--- src/sv/tlvp_pkg.sv ---
// ---------------------------------------------------------------------------
// TLV channel switch parser package
// Shared types and constants for the byte-serial TLV record parser.
// ---------------------------------------------------------------------------
package tlvp_pkg;

   // Record header codes that select a capture
   localparam logic [7:0] TAG_CHANNEL  = 8'h10;
   localparam logic [7:0] TYPE_CHANNEL = 8'h01;
   localparam logic [7:0] TAG_TIME     = 8'h11;
   localparam logic [7:0] TYPE_TIME    = 8'h03;

   localparam logic [15:0] LEN_CHANNEL = 16'd1;
   localparam logic [15:0] LEN_TIME    = 16'd4;

   // Header byte positions
   typedef enum logic [1:0] {
      HDR_TAG     = 2'd0,
      HDR_TYPE    = 2'd1,
      HDR_LEN_LO  = 2'd2,
      HDR_LEN_HI  = 2'd3
   } hdr_pos_type;

   // What the value bytes of the current record feed
   typedef enum logic [1:0] {
      TARGET_NONE    = 2'd0,
      TARGET_CHANNEL = 2'd1,
      TARGET_TIME    = 2'd2
   } target_type;

   // Frame status codes
   localparam logic [1:0] STATUS_OK      = 2'd0;
   localparam logic [1:0] STATUS_MISSING = 2'd1;
   localparam logic [1:0] STATUS_OVERRUN = 2'd2;

   typedef struct packed {
      logic [7:0] data_byte;
      logic       last_byte;
   } item_type;

   typedef struct packed {
      logic [1:0]  status;
      logic [7:0]  switch_channel;
      logic [31:0] effective_time_ms;
   } result_type;

endpackage

--- src/sv/tlvp_if.sv ---
// ---------------------------------------------------------------------------
// TLV parser stream interfaces
// Valid/ready channels for payload bytes in and frame results out.
// ---------------------------------------------------------------------------
interface tlvp_req_if;
   logic       valid;
   logic       ready;
   logic [7:0] data_byte;
   logic       last_byte;

   modport source (output valid, output data_byte, output last_byte, input ready);
   modport sink   (input valid, input data_byte, input last_byte, output ready);
endinterface

interface tlvp_rsp_if;
   logic        valid;
   logic        ready;
   logic [1:0]  status;
   logic [7:0]  switch_channel;
   logic [31:0] effective_time_ms;

   modport source (output valid, output status, output switch_channel,
                   output effective_time_ms, input ready);
   modport sink   (input valid, input status, input switch_channel,
                   input effective_time_ms, output ready);
endinterface

--- src/sv/tlvp_in_reg.sv ---
// ---------------------------------------------------------------------------
// TLV parser input register
// Holds one payload byte until the parse stage takes it.
// ---------------------------------------------------------------------------
module tlvp_in_reg (
   input  logic              clock,
   input  logic              reset,
   tlvp_req_if.sink          req_chan,
   input  logic              advance,
   output logic              item_valid,
   output tlvp_pkg::item_type item
);
   import tlvp_pkg::*;

   logic     valid_ff;
   logic     valid_in;
   item_type item_ff;

   // Take a new transfer when empty or when the held byte moves on
   assign req_chan.ready = !valid_ff || advance;

   always_comb begin
      valid_in = valid_ff;
      if (advance) begin
         valid_in = 1'b0;
      end
      if (req_chan.valid && req_chan.ready) begin
         valid_in = 1'b1;
      end
   end

   always_ff @(posedge clock) begin
      if (reset) begin
         valid_ff <= 1'b0;
      end else begin
         valid_ff <= valid_in;
      end
   end

   // Load payload on each transfer
   always_ff @(posedge clock) begin
      if (req_chan.valid && req_chan.ready) begin
         item_ff.data_byte <= req_chan.data_byte;
         item_ff.last_byte <= req_chan.last_byte;
      end
   end

   assign item_valid = valid_ff;
   assign item       = item_ff;

endmodule

--- src/sv/tlvp_engine.sv ---
// ---------------------------------------------------------------------------
// TLV parser engine
// Per-byte record state update, captures and end-of-frame result.
// ---------------------------------------------------------------------------
module tlvp_engine (
   input  logic                clock,
   input  logic                reset,
   input  logic                step,
   input  tlvp_pkg::item_type  item,
   output logic                res_valid,
   output tlvp_pkg::result_type result
);
   import tlvp_pkg::*;

   hdr_pos_type hdr_pos_ff,   hdr_pos_in;
   logic        in_value_ff,  in_value_in;
   logic [7:0]  tag_ff,       tag_in;
   logic [7:0]  type_ff,      type_in;
   logic [7:0]  len_lo_ff,    len_lo_in;
   logic [15:0] remain_ff,    remain_in;
   target_type  target_ff,    target_in;
   logic [31:0] shift_ff,     shift_in;
   logic [7:0]  channel_ff,   channel_in;
   logic [31:0] time_ff,      time_in;
   logic        have_ch_ff,   have_ch_in;
   logic        got_time_ff,  got_time_in;

   logic [15:0] hdr_len;
   logic        overrun;

   // Captures as they stand after this byte, before the frame clear
   logic        cap_have_ch;
   logic        cap_got_time;
   logic [7:0]  cap_ch_val;
   logic [31:0] cap_time_val;

   assign hdr_len = {item.data_byte, len_lo_ff};

   // Advance the record state by one byte, then close the frame on its last byte
   always_comb begin
      hdr_pos_in   = hdr_pos_ff;
      in_value_in  = in_value_ff;
      tag_in       = tag_ff;
      type_in      = type_ff;
      len_lo_in    = len_lo_ff;
      remain_in    = remain_ff;
      target_in    = target_ff;
      shift_in     = shift_ff;
      channel_in   = channel_ff;
      time_in      = time_ff;
      have_ch_in   = have_ch_ff;
      got_time_in  = got_time_ff;
      overrun      = 1'b0;

      if (step) begin
         if (in_value_ff) begin
            // Value byte: shift in newest at the top, count down
            shift_in  = {item.data_byte, shift_ff[31:8]};
            remain_in = remain_ff - 16'd1;
            if (remain_in == 16'd0) begin
               if (target_ff == TARGET_CHANNEL) begin
                  channel_in = item.data_byte;
                  have_ch_in = 1'b1;
               end else if (target_ff == TARGET_TIME) begin
                  time_in     = shift_in;
                  got_time_in = 1'b1;
               end
               in_value_in = 1'b0;
               target_in   = TARGET_NONE;
            end
         end else begin
            unique case (hdr_pos_ff)
               HDR_TAG: begin
                  tag_in     = item.data_byte;
                  hdr_pos_in = HDR_TYPE;
               end
               HDR_TYPE: begin
                  type_in    = item.data_byte;
                  hdr_pos_in = HDR_LEN_LO;
               end
               HDR_LEN_LO: begin
                  len_lo_in  = item.data_byte;
                  hdr_pos_in = HDR_LEN_HI;
               end
               HDR_LEN_HI: begin
                  hdr_pos_in = HDR_TAG;
                  // Zero length records complete here and capture nothing
                  if (hdr_len != 16'd0) begin
                     in_value_in = 1'b1;
                     remain_in   = hdr_len;
                     shift_in    = '0;
                     if (tag_ff == TAG_CHANNEL && type_ff == TYPE_CHANNEL &&
                         hdr_len == LEN_CHANNEL) begin
                        target_in = TARGET_CHANNEL;
                     end else if (tag_ff == TAG_TIME && type_ff == TYPE_TIME &&
                                  hdr_len == LEN_TIME) begin
                        target_in = TARGET_TIME;
                     end else begin
                        target_in = TARGET_NONE;
                     end
                  end
               end
               default: begin
                  hdr_pos_in = HDR_TAG;
               end
            endcase
         end

         // Frame ends still inside a value: overrun
         overrun = in_value_in;

         if (item.last_byte) begin
            hdr_pos_in   = HDR_TAG;
            in_value_in  = 1'b0;
            tag_in       = '0;
            type_in      = '0;
            len_lo_in    = '0;
            remain_in    = '0;
            target_in    = TARGET_NONE;
            shift_in     = '0;
            channel_in   = '0;
            time_in      = '0;
            have_ch_in   = 1'b0;
            got_time_in  = 1'b0;
         end
      end
   end

   // Fold in a capture that completes on this byte
   always_comb begin
      cap_have_ch  = have_ch_ff;
      cap_got_time = got_time_ff;
      cap_ch_val   = channel_ff;
      cap_time_val = time_ff;
      if (in_value_ff && remain_ff == 16'd1) begin
         if (target_ff == TARGET_CHANNEL) begin
            cap_have_ch = 1'b1;
            cap_ch_val  = item.data_byte;
         end else if (target_ff == TARGET_TIME) begin
            cap_got_time = 1'b1;
            cap_time_val = {item.data_byte, shift_ff[31:8]};
         end
      end
   end

   // Build the frame result from the updated captures
   always_comb begin
      res_valid = step && item.last_byte;
      if (overrun) begin
         result.status = STATUS_OVERRUN;
      end else if (cap_have_ch && cap_got_time) begin
         result.status = STATUS_OK;
      end else begin
         result.status = STATUS_MISSING;
      end
      result.switch_channel    = cap_have_ch  ? cap_ch_val   : 8'd0;
      result.effective_time_ms = cap_got_time ? cap_time_val : 32'd0;
   end

   // Control state
   always_ff @(posedge clock) begin
      if (reset) begin
         hdr_pos_ff   <= HDR_TAG;
         in_value_ff  <= 1'b0;
         remain_ff    <= '0;
         target_ff    <= TARGET_NONE;
         have_ch_ff   <= 1'b0;
         got_time_ff  <= 1'b0;
      end else begin
         hdr_pos_ff   <= hdr_pos_in;
         in_value_ff  <= in_value_in;
         remain_ff    <= remain_in;
         target_ff    <= target_in;
         have_ch_ff   <= have_ch_in;
         got_time_ff  <= got_time_in;
      end
   end

   // Held header bytes, value shifter and captures
   always_ff @(posedge clock) begin
      if (reset) begin
         tag_ff     <= '0;
         type_ff    <= '0;
         len_lo_ff  <= '0;
         shift_ff   <= '0;
         channel_ff <= '0;
         time_ff    <= '0;
      end else begin
         tag_ff     <= tag_in;
         type_ff    <= type_in;
         len_lo_ff  <= len_lo_in;
         shift_ff   <= shift_in;
         channel_ff <= channel_in;
         time_ff    <= time_in;
      end
   end

   // A value in progress always has bytes still due
   a_remain_nonzero: assert property (@(posedge clock) disable iff (reset)
      in_value_ff |-> (remain_ff != 16'd0))
      else $error("value in progress with zero bytes remaining");

   // A capture target exists only inside a value
   a_target_in_value: assert property (@(posedge clock) disable iff (reset)
      (target_ff != TARGET_NONE) |-> in_value_ff)
      else $error("capture target set outside a value");

   // The frame state is clear after a result
   a_frame_cleared: assert property (@(posedge clock) disable iff (reset)
      res_valid |=> (hdr_pos_ff == HDR_TAG && !in_value_ff && !have_ch_ff &&
                     !got_time_ff))
      else $error("frame state not cleared after result");

endmodule

--- src/sv/tlvp_out_reg.sv ---
// ---------------------------------------------------------------------------
// TLV parser result register
// Holds one frame result until the sink takes it.
// ---------------------------------------------------------------------------
module tlvp_out_reg (
   input  logic                 clock,
   input  logic                 reset,
   input  logic                 res_valid,
   input  tlvp_pkg::result_type result,
   output logic                 full,
   tlvp_rsp_if.source           rsp_chan
);
   import tlvp_pkg::*;

   logic       valid_ff;
   logic       valid_in;
   result_type result_ff;

   always_comb begin
      valid_in = valid_ff;
      if (rsp_chan.valid && rsp_chan.ready) begin
         valid_in = 1'b0;
      end
      if (res_valid) begin
         valid_in = 1'b1;
      end
   end

   always_ff @(posedge clock) begin
      if (reset) begin
         valid_ff <= 1'b0;
      end else begin
         valid_ff <= valid_in;
      end
   end

   // Load a new result
   always_ff @(posedge clock) begin
      if (res_valid) begin
         result_ff <= result;
      end
   end

   assign full                       = valid_ff;
   assign rsp_chan.valid             = valid_ff;
   assign rsp_chan.status            = result_ff.status;
   assign rsp_chan.switch_channel    = result_ff.switch_channel;
   assign rsp_chan.effective_time_ms = result_ff.effective_time_ms;

endmodule

--- src/sv/tlv_channel_switch_parser.sv ---
// ---------------------------------------------------------------------------
// TLV channel switch parser
// Byte-serial TLV payload parser that captures a channel and a switch time.
// ---------------------------------------------------------------------------
// The parser takes one payload byte per cycle with no gaps of its own and
// returns one result per frame. A byte lands in the input register at its
// transfer; from there the per-byte state update consumes it and, for a
// frame's last byte, loads the result register, which offers the result to
// the sink. While a result waits to be taken, bytes that do not end a frame
// keep flowing; a last byte waits in the input register until the result
// register frees up, which it does in the same cycle the sink takes it.
module tlv_channel_switch_parser (
   input  logic        clock,
   input  logic        reset,
   tlvp_req_if.sink    req_chan,
   tlvp_rsp_if.source  rsp_chan
);
   import tlvp_pkg::*;

   logic       item_valid;
   item_type   item;
   logic       advance;
   logic       res_valid;
   result_type result;
   logic       out_full;

   // Move a byte on unless it closes a frame and the result slot is busy
   assign advance = item_valid && (!item.last_byte || !out_full || rsp_chan.ready);

   tlvp_in_reg u_in_reg (
      .clock      (clock),
      .reset      (reset),
      .req_chan   (req_chan),
      .advance    (advance),
      .item_valid (item_valid),
      .item       (item)
   );

   tlvp_engine u_engine (
      .clock     (clock),
      .reset     (reset),
      .step      (advance),
      .item      (item),
      .res_valid (res_valid),
      .result    (result)
   );

   tlvp_out_reg u_out_reg (
      .clock     (clock),
      .reset     (reset),
      .res_valid (res_valid),
      .result    (result),
      .full      (out_full),
      .rsp_chan  (rsp_chan)
   );

   // A new result never lands on one that is still waiting
   a_no_result_overwrite: assert property (@(posedge clock) disable iff (reset)
      res_valid |-> (!out_full || rsp_chan.ready))
      else $error("result overwrites a pending result");

endmodule
--- src/flat_wrapper.sv ---
// flat-port wrapper written by rule: the top's interface ports become plain ports
module tlv_channel_switch_parser_flat import tlvp_pkg::*;
  (clock, reset, req_chan_valid, req_chan_data_byte, req_chan_last_byte, req_chan_ready, rsp_chan_valid, rsp_chan_status, rsp_chan_switch_channel, rsp_chan_effective_time_ms, rsp_chan_ready);
  tlvp_req_if req_chan_i ();
  tlvp_rsp_if rsp_chan_i ();
  input  logic clock;
  input  logic reset;
  input wire logic [$bits(req_chan_i.valid)-1:0] req_chan_valid;
  input wire logic [$bits(req_chan_i.data_byte)-1:0] req_chan_data_byte;
  input wire logic [$bits(req_chan_i.last_byte)-1:0] req_chan_last_byte;
  output wire logic [$bits(req_chan_i.ready)-1:0] req_chan_ready;
  output wire logic [$bits(rsp_chan_i.valid)-1:0] rsp_chan_valid;
  output wire logic [$bits(rsp_chan_i.status)-1:0] rsp_chan_status;
  output wire logic [$bits(rsp_chan_i.switch_channel)-1:0] rsp_chan_switch_channel;
  output wire logic [$bits(rsp_chan_i.effective_time_ms)-1:0] rsp_chan_effective_time_ms;
  input wire logic [$bits(rsp_chan_i.ready)-1:0] rsp_chan_ready;
  assign req_chan_i.valid = req_chan_valid;
  assign req_chan_i.data_byte = req_chan_data_byte;
  assign req_chan_i.last_byte = req_chan_last_byte;
  assign req_chan_ready = req_chan_i.ready;
  assign rsp_chan_valid = rsp_chan_i.valid;
  assign rsp_chan_status = rsp_chan_i.status;
  assign rsp_chan_switch_channel = rsp_chan_i.switch_channel;
  assign rsp_chan_effective_time_ms = rsp_chan_i.effective_time_ms;
  assign rsp_chan_i.ready = rsp_chan_ready;
  tlv_channel_switch_parser u_core (.clock(clock), .reset(reset), .req_chan(req_chan_i), .rsp_chan(rsp_chan_i));
endmodule
--- config.mk ---
export PLATFORM = sky130hd
export DESIGN_NAME = tlv_channel_switch_parser_flat
export DESIGN_NICKNAME = d
export VERILOG_FILES = /design/src/sv/tlvp_pkg.sv /design/src/sv/tlvp_if.sv /design/src/sv/tlvp_in_reg.sv /design/src/sv/tlvp_engine.sv /design/src/sv/tlvp_out_reg.sv /design/src/sv/tlv_channel_switch_parser.sv /design/src/flat_wrapper.sv
export SDC_FILE = /design/constraint.sdc
export NUM_CORES = 1
export LEC_CHECK = 0
export ABC_AREA = 1
export BUFFER_PORTS_ARGS = -buffer_cell sky130_fd_sc_hd__buf_2
export CAP_MARGIN = 20
export CORE_ASPECT_RATIO = 1.25
export CORE_MARGIN = 4
export CORE_UTILIZATION = 36
export CTS_BUF_LIST = sky130_fd_sc_hd__clkbuf_16
export CTS_CLUSTER_SIZE = 10
export DETAILED_ROUTE_END_ITERATION = 6
export PLACE_DENSITY = 0.59
export SETUP_SLACK_MARGIN = 0.5
export SYNTH_ARGS = -nofsm -noshare
export SYNTH_HDL_FRONTEND = slang
export SYNTH_HIERARCHICAL = 1
export SYNTH_SLANG_ARGS = --single-unit
--- constraint.sdc ---
create_clock -name clock -period 2.8 [get_ports clock]
set_input_delay 0.56 -clock clock [delete_from_list [all_inputs] [get_ports clock]]
set_output_delay 0.56 -clock clock [all_outputs]
set_load 0.05 [all_outputs]
; ---- After elaboration in Yosys (flattened, before gate mapping)
; Cells that the tools add are included.
[totals]
regBits = 172
word_cells = 129
[op_classes]
addsub = 1
n_eq_ne = 14
n_mux = 60
reduce_logical = 35
[op_table]
columns = operator, n
row1 = $mux 32, 10
row2 = $mux 8, 14
row3 = $mux 16, 4
row4 = $eq 16x1->1 const B, 2
row5 = $mux 1, 22
row6 = $mux 2, 9
row7 = $eq 16x3->1 const B, 1
row8 = $eq 8x5->1 const B, 2
row9 = $logic_not 16->1, 1
row10 = $reduce_bool 16->1, 1
row11 = $sub 16x1->16 const B, 1
row12 = $reduce_and 3->1, 5
row13 = $reduce_bool 2->1, 7
row14 = $logic_and 1x1->1, 10
row15 = $eq 8x1->1 const B, 1
row16 = $eq 8x2->1 const B, 1
row17 = $pmux 2 s4, 1
row18 = $eq 2x2->1 const B, 3
row19 = $reduce_bool 3->1, 2
row20 = $eq 2x1->1 const B, 2
row21 = $reduce_and 4->1, 1
row22 = $logic_not 1->1, 3
row23 = $logic_or 1x1->1, 3
row24 = $ne 3x1->1 const B, 1
row25 = other kinds (3), 3

; ---- Logic depth before layout (Yosys ltp)
; Gate-level depths: netlist of run 1.
[depth]
ltp_word = 9
depth_mapped = 17
depth_no_buf = 15

; ---- Hierarchy
; Netlist of run 1, hierarchy kept.
[modules_own_cells]
columns = module, instances, cells_per_inst, area_each_um2
row1 = tlvp_engine, 1, 932, 6317.3
row2 = tlvp_out_reg, 1, 48, 1308.8
row3 = tlvp_in_reg, 1, 15, 317.8
row4 = tlv_channel_switch_parser, 1, 4, 15.0

; ---- Least setup slack after synthesis of run 1
; OpenSTA, ideal clock, no wires.
[synth_timing]
kind = input -> register
from = in rsp_chan_ready
to = reg u_core.u_out_reg.result_ff, in the netlist u_core/u_out_reg/rsp_chan.effective_time_ms[0] (enable)
setup_ns = 0.397
arrival_ns = 1.900
required_ns = 2.403
setup_slack_ns = 0.503
path_stages = 5
n_path_buf = 1
path_cell_list = nor2_1 -> nor2_1 -> buf_2 -> nand2_1 -> inv_1
[synth_via]
elab_chain_len = 3
[synth_lines]
columns = item, line
row1 = "start, declared", flat_wrapper.sv:16  ; input wire logic [$bits(rsp_chan_i.ready)-1:0] rsp_chan_ready;
row2 = $logic_or 1x1->1, tlv_channel_switch_parser.sv:28  ; assign advance = item_valid && (!item.last_byte || !out_full || rsp_chan.ready);
row3 = $logic_and 1x1->1, tlv_channel_switch_parser.sv:28
row4 = net u_core.advance, tlv_channel_switch_parser.sv:22  ; logic advance;
row5 = $logic_and 1x1->1, tlvp_engine.sv:148  ; res_valid = step && item.last_byte;
row6 = net u_core.res_valid, tlv_channel_switch_parser.sv:23  ; logic res_valid;
row7 = "end signal, assigned", tlvp_out_reg.sv:40  ; result_ff <= result;
row8 = "end, declared", tlvp_out_reg.sv:17  ; result_type result_ff;
; The timed path passes the listed nets, and every way through them passes these cells.
; A chain may end at the register's enable or synchronous reset.

; ---- Final worst setup path of run 1
[layout_timing]
from = reg u_core.u_engine.remain_ff[1]
to = reg u_core.u_out_reg.result_ff, in the netlist u_core/u_out_reg/rsp_chan.switch_channel[3] (data pin)
[layout_via]
elab_chain_len = 3
elab_cells_between_ends = 4
[layout_lines]
columns = item, line
row1 = "start, declared", tlvp_engine.sv:20  ; logic [15:0] remain_ff, remain_in;
row2 = "start signal, assigned", tlvp_engine.sv:172  ; remain_ff <= remain_in;
row3 = $eq 16x1->1 *, tlvp_engine.sv:135  ; if (in_value_ff && remain_ff == 16'd1) begin
row4 = $logic_and 1x1->1 *, tlvp_engine.sv:135
row5 = $mux 8 / $mux 1 (equally long branches), tlvp_engine.sv:135
; Every way passes the cells marked *; elsewhere a longest branch is shown, timed or not.

==> flow_summary.toml, run 1 <==
[logic_synthesis]
yosys-top-cells-area = "dfxtp_1, edfxtp_1, a21oi_1, o21ai_0, inv_1"
async_reset_ff_share_pct = 0
postSynthCellCount = 999
synth_top_family_by_area = "simple AND/OR/NAND/NOR gates"
syn_area_mm2 = 0.007959
synth_area_leader_cell = "dfxtp_1"
syn_nets = 1020
ys_seq_elements = 164
synthMuxAreaShare_pct = 0
yosys_most_used_dff = "dfxtp_1"
postSynthAreaPerCell_um2 = 7.967
post-synth-top-area-fraction_pct = 28.42
synth_fa_ha_area_share_pct = 1.258
synth-edff-count = 51
synth_compound_area_share_pct = 18.69
yosys.area_share.simple_pct = 22.18
seq_area_frac_synth_pct = 47.67
synth.distinct_cells = 34
synth_warnings = 6
synth_xor_area_share_pct = 0.2201

[finish]
syn_to_final_growth_pct = 14.59
final_layout_size_suffix_gt1_share_pct = 18.61
n_antenna_cell = 0
fillers = 2189
nets = 1056

[drt]
ant_nets = 0
post_drt_wl_per_cell_um = 15.78
via_per_inst = 5.231
firstDrtPassIters = 7
num_vias = 6942
drtIter0Drc = 586
drc = 0
wl_um = 20950

[cts]
cts_buffers = 17
clock_latency_ns = 0.43
cts_num_sinks = 164
post_cts_buffers = 0
clkTransAtPathRegs_ns = 0.07
clockRootBuffer = "clkbuf_16"
cts_max_level = 4
cts_tree = "built"
cts_buffer_depth = 2

[place]
dpl.hpwl_um = 13910
numPortBuffers = 56
finalWeightedCongestion = 0.8732
dp_slack_ns = 0.3817

[pwr]
p_per_area_mw_per_mm2 = 601.2
leakage_uw = 0.003712
ir_drop_mv = 0.4188

[floorplanning]
dieWidth_um = 141.0
rows = 60
ioPinCount = 57
die_h_um = 174.2
initial_core_util_pct = 36.81
die_area_mm2 = 0.02457
core_area_mm2 = 0.02162

[timing]
period_needed_ns = 2.155
slew_viol_final = 0
fin_skew_ns = 0.01209
setup_viol = 0
rsz0062_at_grt = "yes"
min_period_over_period_pct = 76.98
tns_ns = 0
slew_headroom_pct = 38.39
worst_slack_ns = 0.6447
worst_pin_slew_ns = 0.9180
finalHoldViolCount = 0
max_freq_mhz = 464.0

[setup_path]
critPathArrivalTime_ns = 2.37
crit_type = "flip-flop to flip-flop"
cp_max_fo = 10
cp-start-kind = "flip-flop"
cp.required_ns = 3.02
crit_path_end_kind = "flip-flop"

[grt]
antenna_found_initial = 0
grt_usage_pct = 16.93
grt_pass1_vias = 6475
grt_pass1_wl_um = 33920
gr-total-overflow = 0
grt_max_degree = 53

[flow_run]
drv_cap = 0

[hold_path]
hold_class = "input port to flip-flop"

[run_status]
status = "complete, no violations"
==> worst paths after layout <==
kind / from / to / slack [ns] / cells past startpoint
setup / recovery: u_core/u_engine/remain_ff[1] / u_core/u_out_reg/rsp_chan.switch_channel[3] / 0.64 / 9
hold / removal: req_chan_data_byte[3] / u_core/u_in_reg/item[4] / 0.31 / 1
setup reg to reg: u_core/u_engine/remain_ff[1] / u_core/u_out_reg/rsp_chan.switch_channel[3] / 0.64 / 9
hold reg to reg: u_core/u_engine/tag_ff[4] / u_core/u_engine/tag_ff[4] / 0.45 / 2
==> layer usage <==
metal  wire length, µm  share of wire (%)  track usage, %  up-vias
met4               448                2.1           5.250        0
met1              9057                 43           21.56     3273
met5                 0                  0               0        -
li1                  -                  -               -     3468
met3               862                4.1           3.412       34
met2             10580                 51           28.81      167
==> what timing repair did <==
item,CTS,global route
endpoints found under the setup margin,43,80
hold buffers,0,0
resized for setup,4,11
==> layout make-up <==
class	instances	area, µm²	share of cell area (%)
Inverter	114	427.9	4.692
Clock buffer	18	450.4	4.939
Timing Repair Buffer	86	566.8	6.215
Multi-Input combinational cell	652	3416	37.45
Tap cell	279	349.1	3.828
Clock inverter	14	115.1	1.262
Sequential cell	164	3795	41.61
==> sequential cells by signal, indices dropped and copies added (netlist names) <==
signal	count
u_core/u_in_reg/item	9
u_core/u_engine/type_ff	8
u_core/u_out_reg/rsp_chan.status	2
u_core/u_engine/shift_ff	24
u_core/u_engine/len_lo_ff	8
u_core/u_engine/hdr_pos_ff	2
u_core/u_engine/channel_ff	8
u_core/u_engine/tag_ff	8
u_core/u_in_reg/item_valid	1
u_core/u_engine/got_time_ff	1
u_core/u_out_reg/full	1
u_core/u_engine/in_value_ff	1
u_core/u_engine/have_ch_ff	1
u_core/u_engine/remain_ff	16
u_core/u_engine/time_ff	32
u_core/u_out_reg/rsp_chan.switch_channel	8
u_core/u_engine/target_ff	2
u_core/u_out_reg/rsp_chan.effective_time_ms	32
==> per-stage QoR <==
step	area, µm²	power, µW	std cells	hold slack, ns	util, %
2_1_floorplan	7959	3106	999	0.4235	-
3_3_place_gp	8499	3277	1295	0.4408	39.31
3_5_place_dp	8499	3280	1295	0.4441	39.31
4_1_cts	9079	5524	1327	0.2899	41.99
5_1_grt	9120	5715	1327	0.2890	42.18
6_report	9120	5483	1327	0.3073	42.18
==> worst max-delay path, cell delays in order (launching register included) <==
cell and delay (ns):
dfxtp_1 0.32, inv_1 0.14, ha_1 0.19, nand3_1 0.08, nor2_1 0.11, nand2_1 0.11, buf_4 0.20, o21ai_0 0.27
inv_1 0.23, nor3_1 0.31
==> synth_stat cells, types with 8 or more instances <==
master and number:
a21oi_1 113, dfxtp_1 113, inv_1 110, nand2_1 109, nor2_1 107, o21ai_0 103, nand4_1 54, edfxtp_1 51
clkbuf_1 36, a211oi_1 34, or2_2 33, nand3_1 21, buf_2 20, nor2_2 13, nand2_2 12, nor3_1 11
ha_1 8, o22ai_1 8
==> layout by cell type, fill, tap and decap left out, types with 2 or more instances in the layout <==
cell type / n
a211oi_1: 34
a21oi_1: 112
a21oi_2: 3
a22oi_1: 7
buf_12: 4
buf_2: 56
buf_4: 23
buf_6: 3
clkbuf_16: 18
clkinv_4: 3
dfxtp_1: 112
edfxtp_1: 51
ha_1: 7
inv_1: 110
inv_2: 5
inv_4: 2
inv_6: 3
inv_8: 3
nand2_1: 109
nand2_2: 12
nand3_1: 21
nand4_1: 54
nor2_1: 104
nor2_2: 14
nor2_4: 5
nor3_1: 11
nor4_1: 4
o21ai_0: 102
o21ai_1: 3
o22ai_1: 8
or2_2: 33
==> cell families (layout without fill, tap and decap cells) <==
kind of cell               Yosys count  in the layout
and+or+nand+nor                    370            370
buffers and inverters              183            232
adders and majority gates            8              8
DFF                                164            164
AOI/OAI and AO/OA                  272            272
xor gates and xnor gates             2              2
==> report_power, final <==
part / switching (µW) / leakage [µW] / internal [µW]
Clock: 1030 / 0.000284 / 1210
Combinational: 458 / 0.00202 / 188
Sequential: 60.3 / 0.00141 / 2530
No activity file was read; power rests on OpenSTA's default activity.
==> run 2: changes to the inputs <==
==> constraint.sdc (replaced) <==
create_clock -name clock -period 2.1 [get_ports clock]
set_input_delay 0.42 -clock clock [delete_from_list [all_inputs] [get_ports clock]]
set_output_delay 0.42 -clock clock [all_outputs]
set_load 0.05 [all_outputs]
==> flow_summary.toml, run 2 (same netlist as run 1, synthesis figures left out) <==
[setup_path]
crit_path_end_kind = "flip-flop"
crit_type = "flip-flop to flip-flop"
critPathArrivalTime_ns = 2.27
cp-start-kind = "flip-flop"
crit_slowest_cell = "dfxtp_4"
path_cells = "nor2_4 > buf_4 > buf_6 > nand3_4 > nor2_2 > nand2_2 > buf_6 > inv_8 > buf_12 > buf_8 > buf_16 > buf_12 > a211oi_2"
cp.required_ns = 2.27
crit_family = "buffers and inverters"
slowest_delay_ns = 0.38
cp_max_fo = 5
critPathBufInv = 8

[finish]
utilization_pct = 55.02
syn_to_final_growth_pct = 49.46
n_antenna_cell = 0
fillers = 1836
layout_commonest_cell = "dfxtp_1"
layout_common_cells = "dfxtp_1, nand2_1, inv_1"
fin_cells = 1444
nets = 1173
final_layout_size_suffix_gt1_share_pct = 42.83
multi_input_area_mm2 = 0.004389
regArea_mm2 = 0.003812

[floorplanning]
core_area_mm2 = 0.02162
die_h_um = 174.2
initial_core_util_pct = 36.81
ioPinCount = 57
die_area_mm2 = 0.02457
dieWidth_um = 141.0
rows = 60

[grt]
gr-total-overflow = 0
antenna_found_initial = 0
grt_max_degree = 53
grt_usage_pct = 20.81
grt_pass1_wl_um = 40880
grt_pass1_vias = 7597

[drt]
drc = 0
via_per_inst = 5.601
firstDrtPassIters = 6
num_vias = 8088
post_drt_wl_per_cell_um = 19.54
wl_um = 28220
drtIter0Drc = 702
ant_nets = 0

[timing]
min_period_over_period_pct = 100.2
rsz0062_at_grt = "yes"
max_freq_mhz = 475.4
fin_skew_ns = 0.01270
slew_headroom_pct = 44.17
worst_pin_slew_ns = 0.8366
whs_ns = 0.1569
setup_viol = 2
period_needed_ns = 2.104
worst_slack_ns = -0.003643
slew_viol_final = 0
finalHoldViolCount = 0

[cts]
cts_buffer_depth = 2
cts_max_level = 4
clkTransAtPathRegs_ns = 0.07
cts_tree = "built"
hold_buffers = 0
cts_num_sinks = 164
cts_buffers = 17
clock_latency_ns = 0.43
clockRootBuffer = "clkbuf_16"

[flow_run]
drv_cap = 0

[place]
numPortBuffers = 56
dpl.hpwl_um = 14490
finalWeightedCongestion = 0.8790
dpl.cell_count = 1318

[run_status]
violations = "setup timing"
status = "finished, violations left"

[pwr]
ir_drop_mv = 0.6196
p_per_area_mw_per_mm2 = 666.5
leakage_uw = 0.004720

[hold_path]
hold_class = "input port to flip-flop"
==> run 2: cell types whose count changed in the layout (fill, tap and decap cells not counted), sizes merged, moves of 3 or more <==
| cell | previous run | this run |
|---|---|---|
| buf | 86 | 194 |
| bufbuf | 0 | 3 |
| clkbuf | 18 | 22 |
| clkinv | 4 | 8 |
| clkinvlp | 1 | 6 |
| inv | 123 | 114 |
==> run 2: repair_timing <==
item	4_1_cts	5_1_grt
pin swaps	42	67
cloned	20	10
buffers inserted	32	32
endpoints found under the setup margin	203	206
resized for setup	197	167
hold endpoints to repair	0	0
==> run 2: final timing paths <==
path	from	endpoint	slack, ns	depth (start not counted)
min	req_chan_last_byte	u_core/u_in_reg/item[0]	0.16	1
max	u_core/u_engine/remain_ff[3]	u_core/u_out_reg/rsp_chan.effective_time_ms[0]	-0.004	13
min reg2reg	u_core/u_engine/tag_ff[4]	u_core/u_engine/tag_ff[4]	0.44	2
max reg2reg	u_core/u_engine/remain_ff[3]	u_core/u_out_reg/rsp_chan.effective_time_ms[0]	-0.004	13
==> run 2: final cells by class <==
cell class	count	share of cell area, %
multi-input combinational	652	36.90
sequential	164	32.05
timing repair buffer	202	19.42
inverter	114	3.881
clock buffer	17	3.576
tap	279	2.935
clock inverter	15	1.178
timing repair inverter	1	0.06311
==> run 2: power by group <==
group / switching (µW) / internal, µW / leakage (µW)
Combinational: 832 / 541 / 0.00303
Sequential: 95.1 / 3380 / 0.00141
Clock: 1350 / 1740 / 0.000277
Total: 2270 / 5660 / 0.00472
==> run 2: routing by layer <==
layer  vias up  wire length (µm)  GRT usage [%]
met3       105              1846          3.880
li1       3709                 -              -
met1      3882             10730          25.90
met4         0              1480          10.66
met5         -                 0              0
met2       392             14160          34.27
==> run 2: per-stage QoR <==
stage	power [µW]	cell area, µm²	setup TNS [ns]	setup slack (ns)
6_report	7928	11900	-0.005126	-0.003643
5_1_grt	8169	11900	-3.427	-0.1083
4_1_cts	7701	10900	0	0.04295
3_5_place_dp	4451	8846	0	0.009068
3_3_place_gp	4448	8846	0	0.02345
2_1_floorplan	4162	8048	0	0.1860
